`src/sv/sst_pkg.sv`:
```
// Package for the event-stream tokenizer: token and phase codes, token struct,
// known field name tables. Used by sse_stream_tokenizer; no dependencies.
package sst_pkg;

  localparam logic [2:0] PH_START   = 3'd0;
  localparam logic [2:0] PH_NAME    = 3'd1;
  localparam logic [2:0] PH_COLON   = 3'd2;
  localparam logic [2:0] PH_FIRST   = 3'd3;
  localparam logic [2:0] PH_VALUE   = 3'd4;
  localparam logic [2:0] PH_COMMENT = 3'd5;

  localparam logic [2:0] FK_UNKNOWN = 3'd0;
  localparam logic [2:0] FK_DATA    = 3'd1;
  localparam logic [2:0] FK_EVENT   = 3'd2;
  localparam logic [2:0] FK_ID      = 3'd3;
  localparam logic [2:0] FK_RETRY   = 3'd4;

  localparam logic [3:0] TK_DATA_BYTE   = 4'd0;
  localparam logic [3:0] TK_TYPE_START  = 4'd1;
  localparam logic [3:0] TK_TYPE_BYTE   = 4'd2;
  localparam logic [3:0] TK_ID_BYTE     = 4'd3;
  localparam logic [3:0] TK_ID_COMMIT   = 4'd4;
  localparam logic [3:0] TK_ID_REJECT   = 4'd5;
  localparam logic [3:0] TK_RETRY_SET   = 4'd6;
  localparam logic [3:0] TK_RETRY_CLEAR = 4'd7;
  localparam logic [3:0] TK_DISPATCH    = 4'd8;
  localparam logic [3:0] TK_DISCARD     = 4'd9;

  localparam logic [7:0] CH_NUL   = 8'h00;
  localparam logic [7:0] CH_LF    = 8'h0A;
  localparam logic [7:0] CH_CR    = 8'h0D;
  localparam logic [7:0] CH_SPACE = 8'h20;
  localparam logic [7:0] CH_COLON = 8'h3A;
  localparam logic [7:0] CH_ZERO  = 8'h30;
  localparam logic [7:0] CH_NINE  = 8'h39;

  localparam logic [3:0] CAND_ALL = 4'hF;

  typedef struct packed {
    logic [3:0]  kind;
    logic [7:0]  data_byte;
    logic [31:0] ms;
    logic        dflt;
  } tok_t;

  // names: 0 data, 1 event, 2 id, 3 retry
  function automatic logic [7:0] name_char(logic [1:0] idx, logic [2:0] pos);
    logic [7:0] c;
    c = CH_NUL;
    case (idx)
      2'd0: begin
        case (pos)
          3'd0: c = "d";
          3'd1: c = "a";
          3'd2: c = "t";
          3'd3: c = "a";
          default: c = CH_NUL;
        endcase
      end
      2'd1: begin
        case (pos)
          3'd0: c = "e";
          3'd1: c = "v";
          3'd2: c = "e";
          3'd3: c = "n";
          3'd4: c = "t";
          default: c = CH_NUL;
        endcase
      end
      2'd2: begin
        case (pos)
          3'd0: c = "i";
          3'd1: c = "d";
          default: c = CH_NUL;
        endcase
      end
      default: begin
        case (pos)
          3'd0: c = "r";
          3'd1: c = "e";
          3'd2: c = "t";
          3'd3: c = "r";
          3'd4: c = "y";
          default: c = CH_NUL;
        endcase
      end
    endcase
    return c;
  endfunction

  function automatic logic [2:0] name_len(logic [1:0] idx);
    logic [2:0] l;
    case (idx)
      2'd0: l = 3'd4;
      2'd1: l = 3'd5;
      2'd2: l = 3'd2;
      default: l = 3'd5;
    endcase
    return l;
  endfunction

endpackage

```
`src/sv/sse_stream_tokenizer.sv`:
```
// Event-stream tokenizer top level: line splitting, field name match, value tokens.
// Depends on sst_pkg.
// An accepted byte's token is registered in the output register, or in the skid entry if the output is held.
// Throughput: one byte per cycle while the skid entry is empty; all parsing state updates in the accepting cycle.
// Output register plus one skid entry: input stalls only while the skid entry is full.
// Reset (rst, synchronous): line start, no data/type/id/retry state, outputs empty.
module sse_stream_tokenizer #(
  parameter int RETRY_BITS = 32
) (
  input  logic        clk,
  input  logic        rst,
  input  logic        in_valid,
  output logic        in_ready,
  input  logic        req_type,
  input  logic [7:0]  in_byte,
  output logic        out_valid,
  input  logic        out_ready,
  output logic [3:0]  token_kind,
  output logic [7:0]  token_byte,
  output logic [31:0] retry_ms,
  output logic        default_type
);

  logic [2:0] phase, phase_next;
  logic [2:0] nlen, nlen_next;
  logic [3:0] cand, cand_next;
  logic [2:0] fkind, fkind_next;
  logic swallow, swallow_next;
  logic has_data, has_data_next;
  logic type_ne, type_ne_next;
  logic id_nul, id_nul_next;
  logic [RETRY_BITS-1:0] racc, racc_next;
  logic rgood, rgood_next;

  logic ov, sv;
  sst_pkg::tok_t out_tok, skid_tok, res;
  logic res_valid;

  logic accept;
  logic [2:0] open_kind;
  logic [RETRY_BITS+31:0] racc_wide;
  logic [RETRY_BITS-1:0] ra;
  logic rg;
  logic [RETRY_BITS+3:0] prod;
  logic is_digit, first, do_end;

  assign in_ready = !sv;
  assign accept = in_valid && in_ready;
  assign racc_wide = {32'b0, racc};
  assign is_digit = (in_byte >= sst_pkg::CH_ZERO) && (in_byte <= sst_pkg::CH_NINE);
  assign first = (phase == sst_pkg::PH_COLON) || (phase == sst_pkg::PH_FIRST);
  assign ra = first ? '0 : racc;
  assign rg = first ? 1'b1 : rgood;
  assign prod = ({4'b0, ra} << 3) + ({4'b0, ra} << 1)
              + {{(RETRY_BITS){1'b0}}, in_byte[3:0] - sst_pkg::CH_ZERO[3:0]};

  always_comb begin
    open_kind = sst_pkg::FK_UNKNOWN;
    for (int i = 3; i >= 0; i--) begin
      if (cand[i] && nlen == sst_pkg::name_len(2'(i))) open_kind = 3'(i + 1);
    end
  end

  always_comb begin
    phase_next    = phase;
    nlen_next     = nlen;
    cand_next     = cand;
    fkind_next    = fkind;
    swallow_next  = swallow;
    has_data_next = has_data;
    type_ne_next  = type_ne;
    id_nul_next   = id_nul;
    racc_next     = racc;
    rgood_next    = rgood;
    res_valid     = 1'b0;
    res           = '0;
    do_end        = 1'b0;
    if (accept) begin
      swallow_next = 1'b0;
      if (req_type) begin
        do_end = (phase != sst_pkg::PH_START);
      end else if (swallow && in_byte == sst_pkg::CH_LF) begin
        do_end = 1'b0;
      end else if (in_byte == sst_pkg::CH_CR || in_byte == sst_pkg::CH_LF) begin
        do_end = 1'b1;
        swallow_next = (in_byte == sst_pkg::CH_CR);
      end else begin
        case (phase)
          sst_pkg::PH_START, sst_pkg::PH_NAME: begin
            if (phase == sst_pkg::PH_START && in_byte == sst_pkg::CH_COLON) begin
              phase_next = sst_pkg::PH_COMMENT;
            end else if (in_byte == sst_pkg::CH_COLON) begin
              phase_next = sst_pkg::PH_COLON;
              fkind_next = open_kind;
              case (open_kind)
                sst_pkg::FK_DATA: begin
                  res_valid = has_data;
                  res.kind = sst_pkg::TK_DATA_BYTE;
                  res.data_byte = sst_pkg::CH_LF;
                  has_data_next = 1'b1;
                end
                sst_pkg::FK_EVENT: begin
                  type_ne_next = 1'b0;
                  res_valid = 1'b1;
                  res.kind = sst_pkg::TK_TYPE_START;
                end
                sst_pkg::FK_ID: id_nul_next = 1'b0;
                sst_pkg::FK_RETRY: begin
                  racc_next = '0;
                  rgood_next = 1'b0;
                end
                default: ;
              endcase
            end else begin
              phase_next = sst_pkg::PH_NAME;
              for (int i = 0; i < 4; i++) begin
                cand_next[i] = (phase == sst_pkg::PH_START || cand[i])
                  && ((phase == sst_pkg::PH_START ? 3'd0 : nlen) < sst_pkg::name_len(2'(i)))
                  && (sst_pkg::name_char(2'(i), phase == sst_pkg::PH_START ? 3'd0 : nlen)
                      == in_byte);
              end
              if (phase == sst_pkg::PH_START) nlen_next = 3'd1;
              else if (nlen != 3'd7) nlen_next = nlen + 3'd1;
            end
          end
          sst_pkg::PH_COLON, sst_pkg::PH_FIRST, sst_pkg::PH_VALUE: begin
            phase_next = sst_pkg::PH_VALUE;
            if (phase == sst_pkg::PH_COLON && in_byte == sst_pkg::CH_SPACE) begin
              phase_next = sst_pkg::PH_FIRST;
            end else begin
              res.data_byte = in_byte;
              case (fkind)
                sst_pkg::FK_DATA: begin
                  res_valid = 1'b1;
                  res.kind = sst_pkg::TK_DATA_BYTE;
                end
                sst_pkg::FK_EVENT: begin
                  type_ne_next = 1'b1;
                  res_valid = 1'b1;
                  res.kind = sst_pkg::TK_TYPE_BYTE;
                end
                sst_pkg::FK_ID: begin
                  if (in_byte == sst_pkg::CH_NUL) id_nul_next = 1'b1;
                  res_valid = 1'b1;
                  res.kind = sst_pkg::TK_ID_BYTE;
                end
                sst_pkg::FK_RETRY: begin
                  racc_next = ra;
                  rgood_next = rg;
                  if (!is_digit) begin
                    rgood_next = 1'b0;
                  end else if (rg) begin
                    if (|prod[RETRY_BITS+3:RETRY_BITS]) rgood_next = 1'b0;
                    else racc_next = prod[RETRY_BITS-1:0];
                  end
                end
                default: ;
              endcase
            end
          end
          default: ;
        endcase
      end
    end

    if (do_end) begin
      case (phase)
        sst_pkg::PH_START: begin
          res_valid = 1'b1;
          res.kind = has_data ? sst_pkg::TK_DISPATCH : sst_pkg::TK_DISCARD;
          res.dflt = has_data && !type_ne;
          has_data_next = 1'b0;
          type_ne_next = 1'b0;
          racc_next = '0;
          rgood_next = 1'b0;
        end
        sst_pkg::PH_NAME: begin
          case (open_kind)
            sst_pkg::FK_DATA: begin
              res_valid = has_data;
              res.kind = sst_pkg::TK_DATA_BYTE;
              res.data_byte = sst_pkg::CH_LF;
              has_data_next = 1'b1;
            end
            sst_pkg::FK_EVENT: begin
              type_ne_next = 1'b0;
              res_valid = 1'b1;
              res.kind = sst_pkg::TK_TYPE_START;
            end
            sst_pkg::FK_ID: begin
              id_nul_next = 1'b0;
              res_valid = 1'b1;
              res.kind = sst_pkg::TK_ID_COMMIT;
            end
            sst_pkg::FK_RETRY: begin
              racc_next = '0;
              rgood_next = 1'b0;
              res_valid = 1'b1;
              res.kind = sst_pkg::TK_RETRY_CLEAR;
            end
            default: ;
          endcase
        end
        sst_pkg::PH_COLON, sst_pkg::PH_FIRST, sst_pkg::PH_VALUE: begin
          if (fkind == sst_pkg::FK_ID) begin
            res_valid = 1'b1;
            res.kind = id_nul ? sst_pkg::TK_ID_REJECT : sst_pkg::TK_ID_COMMIT;
          end else if (fkind == sst_pkg::FK_RETRY) begin
            res_valid = 1'b1;
            res.kind = rgood ? sst_pkg::TK_RETRY_SET : sst_pkg::TK_RETRY_CLEAR;
            res.ms = rgood ? racc_wide[31:0] : 32'd0;
          end
        end
        default: ;
      endcase
      phase_next = sst_pkg::PH_START;
      nlen_next  = 3'd0;
      cand_next  = sst_pkg::CAND_ALL;
      fkind_next = sst_pkg::FK_UNKNOWN;
    end
  end

  always_ff @(posedge clk) begin
    if (rst) begin
      phase    <= sst_pkg::PH_START;
      nlen     <= 3'd0;
      cand     <= sst_pkg::CAND_ALL;
      fkind    <= sst_pkg::FK_UNKNOWN;
      swallow  <= 1'b0;
      has_data <= 1'b0;
      type_ne  <= 1'b0;
      id_nul   <= 1'b0;
      racc     <= '0;
      rgood    <= 1'b0;
    end else begin
      phase    <= phase_next;
      nlen     <= nlen_next;
      cand     <= cand_next;
      fkind    <= fkind_next;
      swallow  <= swallow_next;
      has_data <= has_data_next;
      type_ne  <= type_ne_next;
      id_nul   <= id_nul_next;
      racc     <= racc_next;
      rgood    <= rgood_next;
    end
  end

  // output register with one skid entry
  always_ff @(posedge clk) begin
    if (rst) begin
      ov <= 1'b0;
      sv <= 1'b0;
    end else if (sv) begin
      if (out_ready) begin
        sv <= 1'b0;
      end
    end else if (accept && res_valid) begin
      if (!ov || out_ready) begin
        ov <= 1'b1;
      end else begin
        sv <= 1'b1;
      end
    end else if (out_ready) begin
      ov <= 1'b0;
    end
  end

  always_ff @(posedge clk) begin
    if (sv) begin
      if (out_ready) out_tok <= skid_tok;
    end else if (accept && res_valid) begin
      if (!ov || out_ready) out_tok <= res;
      else skid_tok <= res;
    end
  end

  assign out_valid    = ov;
  assign token_kind   = out_tok.kind;
  assign token_byte   = out_tok.data_byte;
  assign retry_ms     = out_tok.ms;
  assign default_type = out_tok.dflt;

  a_skid_needs_out: assert property (@(posedge clk) disable iff (rst) sv |-> ov)
    else $error("skid entry held without output entry");
  a_start_clean: assert property (@(posedge clk) disable iff (rst)
    phase == sst_pkg::PH_START |-> nlen == 3'd0 && cand == sst_pkg::CAND_ALL
      && fkind == sst_pkg::FK_UNKNOWN)
    else $error("line start with stale name state");
  a_no_field_in_name: assert property (@(posedge clk) disable iff (rst)
    (phase == sst_pkg::PH_NAME || phase == sst_pkg::PH_COMMENT)
      |-> fkind == sst_pkg::FK_UNKNOWN)
    else $error("field kind set before name settled");
  a_dflt_only_dispatch: assert property (@(posedge clk) disable iff (rst)
    ov && token_kind != sst_pkg::TK_DISPATCH |-> !default_type)
    else $error("default type flag on non-dispatch token");
  a_full_blocks_input: assert property (@(posedge clk) disable iff (rst)
    sv && !out_ready |=> sv && $stable(skid_tok))
    else $error("skid entry lost while output stalled");

endmodule
```
`config.mk`:
```
export PLATFORM = sky130hd
export DESIGN_NAME = sse_stream_tokenizer
export DESIGN_NICKNAME = d
export VERILOG_FILES = /design/src/sv/sst_pkg.sv /design/src/sv/sse_stream_tokenizer.sv
export SDC_FILE = /design/constraint.sdc
export NUM_CORES = 1
export LEC_CHECK = 0
export ABC_AREA = 1
export BUFFER_PORTS_ARGS = -buffer_cell sky130_fd_sc_hd__buf_4
export CAP_MARGIN = 10
export CORE_MARGIN = 3
export CORE_UTILIZATION = 30
export CTS_BUF_LIST = sky130_fd_sc_hd__clkbuf_4
export CTS_CLUSTER_SIZE = 20
export DETAILED_ROUTE_END_ITERATION = 16
export PLACE_DENSITY = 0.53
export SYNTH_ARGS = -nofsm -noshare
export SYNTH_HDL_FRONTEND = slang
export SYNTH_SLANG_ARGS = --single-unit
```
`constraint.sdc`:
```
create_clock -name clk -period 3.7 [get_ports clk]
set_input_delay 0.185 -clock clk [delete_from_list [all_inputs] [get_ports clk]]
set_output_delay 0.185 -clock clk [all_outputs]
set_load 0.1 [all_outputs]
```
==> impl_metrics.ini <==
[placement]
port_buffers = 59
gp_congestion = 0.935
pre_cts_slack_ps = -172
post-place-cells = 2059
place_area_um2 = 12300
hpwlAfterDp_um = 23900

[clock_tree]
clk_path_buf_depth = 2
cts_made_buffers = 17
clk_pin_slew_worst_paths_ps = 120
cts_tree = yes
cts_root_buf = clkbuf_4
cts_sinks = 142
htree_levels = 4
clock_latency_ps = 570

[critical_path]
start_kind = flop
cp_slowest_cell = dfxtp_2
critPathMaxFanout = 6
cp.required_ps = 4180
crit_path_end_kind = flop
crit_top_cell = nand2_1
cpPeakStageDelay_ps = 350
criticalPathCategory = reg -> reg
arrival_ps = 4010

[cells_and_area]
nets = 1744
layoutNonFillerInstCount = 2136
syn2layout_area_growth_pct = 29.0
final_layout_size_suffix_gt1_frac = 0.253
layout_common_cells = nand2_1, inv_1, buf_4
final_util = 0.395
nFillCells = 3695
final_common_cell = nand2_1
design_area_um2 = 14100

[run]
cap_violations = 0

[yosys]
ys_types = 56
synthCells = 1525
synth_edf_count = 90
synth-compound-area-share = 0.175
ys_ff_latch = 142
synthSimpleGateAreaFrac = 0.281
synth_xor_area_frac = 0.0232
synth_nets = 1607
synth-main-ff-cell = edfxtp_1
syn_area_per_cell_um2 = 7.18
yosysWarnings = 0
synthAdderAreaFrac = 0.0796
syn_area_um2 = 10900
synthArstFlopShare = 0
seq_area_frac_synth = 0.342
synth_top_family_by_area = simple AND/OR/NAND/NOR gates
synth_mux_area_frac = 0.00194

[sta]
period_minus_slack_ps = 3530
finalHoldViolations = 0
rsz0062_at_grt = true
tightestPinTransition_ps = 1100
max_slew_margin = 0.265
hold_ws_ps = 62.5
setup_tns_ps = 0
setup_viol = 0
drv_slew = 0
period_share = 0.955
max_freq_mhz = 283
skew_ps = 26.5
worst_slack_ps = 166

[floorplanning]
die_y_um = 197
die_w_um = 197
start_util = 0.306
core_area_um2 = 35700
ios = 60
die_area_um2 = 38800
std_cell_rows = 69

[power_and_ir_drop]
leakage_nw = 6.02
irDropWorstVdd_mv = 0.188
power.density_nw_per_um2 = 305
finalPower_mw = 4.31

[min_path]
min_path_type = in -> reg

[global_routing]
grt_pass1_wl_um = 53800
grt_max_degree = 58
grt_antenna_before_repair = 1
grt_pass1_vias = 10138
grt.overflow.total = 0
grt_usage = 0.169

[detailed_routing]
final_antenna_net_count = 0
routed_via_density = 5.04
drt-initial-drc-count = 839
drtPass1Iterations = 8
vias = 10768
route.detailed.drc = 0
wl_per_cell_um = 16.1
routed_wl_um = 34300

[outcome]
outcome = finished, final reports clean
-- synthesized netlist by cell type, types with 2 or more instances --
cell	number	area [um2]
a311oi_1	3	26.3
nand3_2	17	170
xnor2_1	13	114
a21oi_1	127	636
nor4_1	6	37.5
a21o_1	36	270
nand2_4	4	45.0
nand4_1	7	43.8
a31oi_1	34	213
xor2_1	16	140
o21ai_1	38	190
clkbuf_1	43	161
ha_1	68	851
nor3b_1	2	15.0
nor3_2	4	40.0
o21bai_1	7	52.6
a211oi_1	4	30.0
nand2_2	19	119
nor3_1	46	230
nor2_2	5	31.3
edfxtp_1	90	2700
o211ai_1	5	37.5
o21ai_0	56	280
nand2_1	355	1330
dfxtp_1	52	1040
nand3b_1	5	37.5
inv_1	181	679
nand3_1	72	360
inv_2	14	52.6
or2_1	2	12.5
buf_2	17	85.1
nor2_1	138	518
buf_6	4	45.0
buf_8	2	30.0
a21oi_2	12	105
-- path summary, 6_finish.rpt --
kind / startpoint / to / slack, ps / cells after the start
max: phase[2]$_SDFFE_PP0P_ / racc[5]$_SDFF_PP0_ / 170 / 25
max reg2reg: phase[2]$_SDFFE_PP0P_ / racc[5]$_SDFF_PP0_ / 170 / 25
min: in_byte[1] / token_byte[1]$_DFFE_PP_ / 60 / 3
min reg2reg: cand[2]$_SDFFE_PP1P_ / cand[2]$_SDFFE_PP1P_ / 510 / 2
-- kinds of logic after synthesis --
family / Yosys count
simple gates: 688
buf+inv: 264
xor+xnor: 29
mux: 2
flops: 142
fa+ha+maj: 69
compound gates: 331
-- metal layers --
layer / part of all wire / GRT usage
met1: 0.48 / 0.249
met2: 0.45 / 0.265
met3: 0.048 / 0.0174
met4: 0.017 / 0.0449
met5: 0 / 0
-- repair_timing --
item                                    4_1_cts  5_1_grt
buffers inserted                              2       27
resized for setup                            25      162
hold endpoints to repair                     14        0
cloned                                        1        7
pin swaps                                     2       45
hold buffers                                  8        0
endpoints found under the setup margin       33       33
-- flip-flops by register name (all words and copies together), names as in the netlist, 3 cells and up --
signal / flops
nlen: 3
phase: 3
cand: 4
token_kind: 4
racc: 32
skid_tok: 45
fkind: 3
retry_ms: 32
token_byte: 8
-- where the power goes --
group	internal [mW]	leakage, nW	switching (mW)
registers	1.73	1.16	0.0374
clock network	0.613	0.180	0.593
logic	0.485	4.68	0.846
total	2.83	6.02	1.48
-- critical path: cells and delay by family, from the launching register on --
kind,cells,cell delay (ps)
fa+ha+maj,2,600
compound gates,6,800
flops,1,350
simple gates,9,800
buf+inv,8,920
-- area by class of cell --
class | instances | area (um2) | area share
timing repair buffer | 184 | 1650 | 0.117
inverter | 196 | 743 | 0.0526
multi-input combinational | 1121 | 7050 | 0.499
antenna | 1 | 2.50 | 0.000177
sequential | 142 | 3750 | 0.265
clock inverter | 13 | 213 | 0.0151
tap | 461 | 577 | 0.0409
clock buffer | 18 | 135 | 0.00957
(Power assumes the default switching activity.)
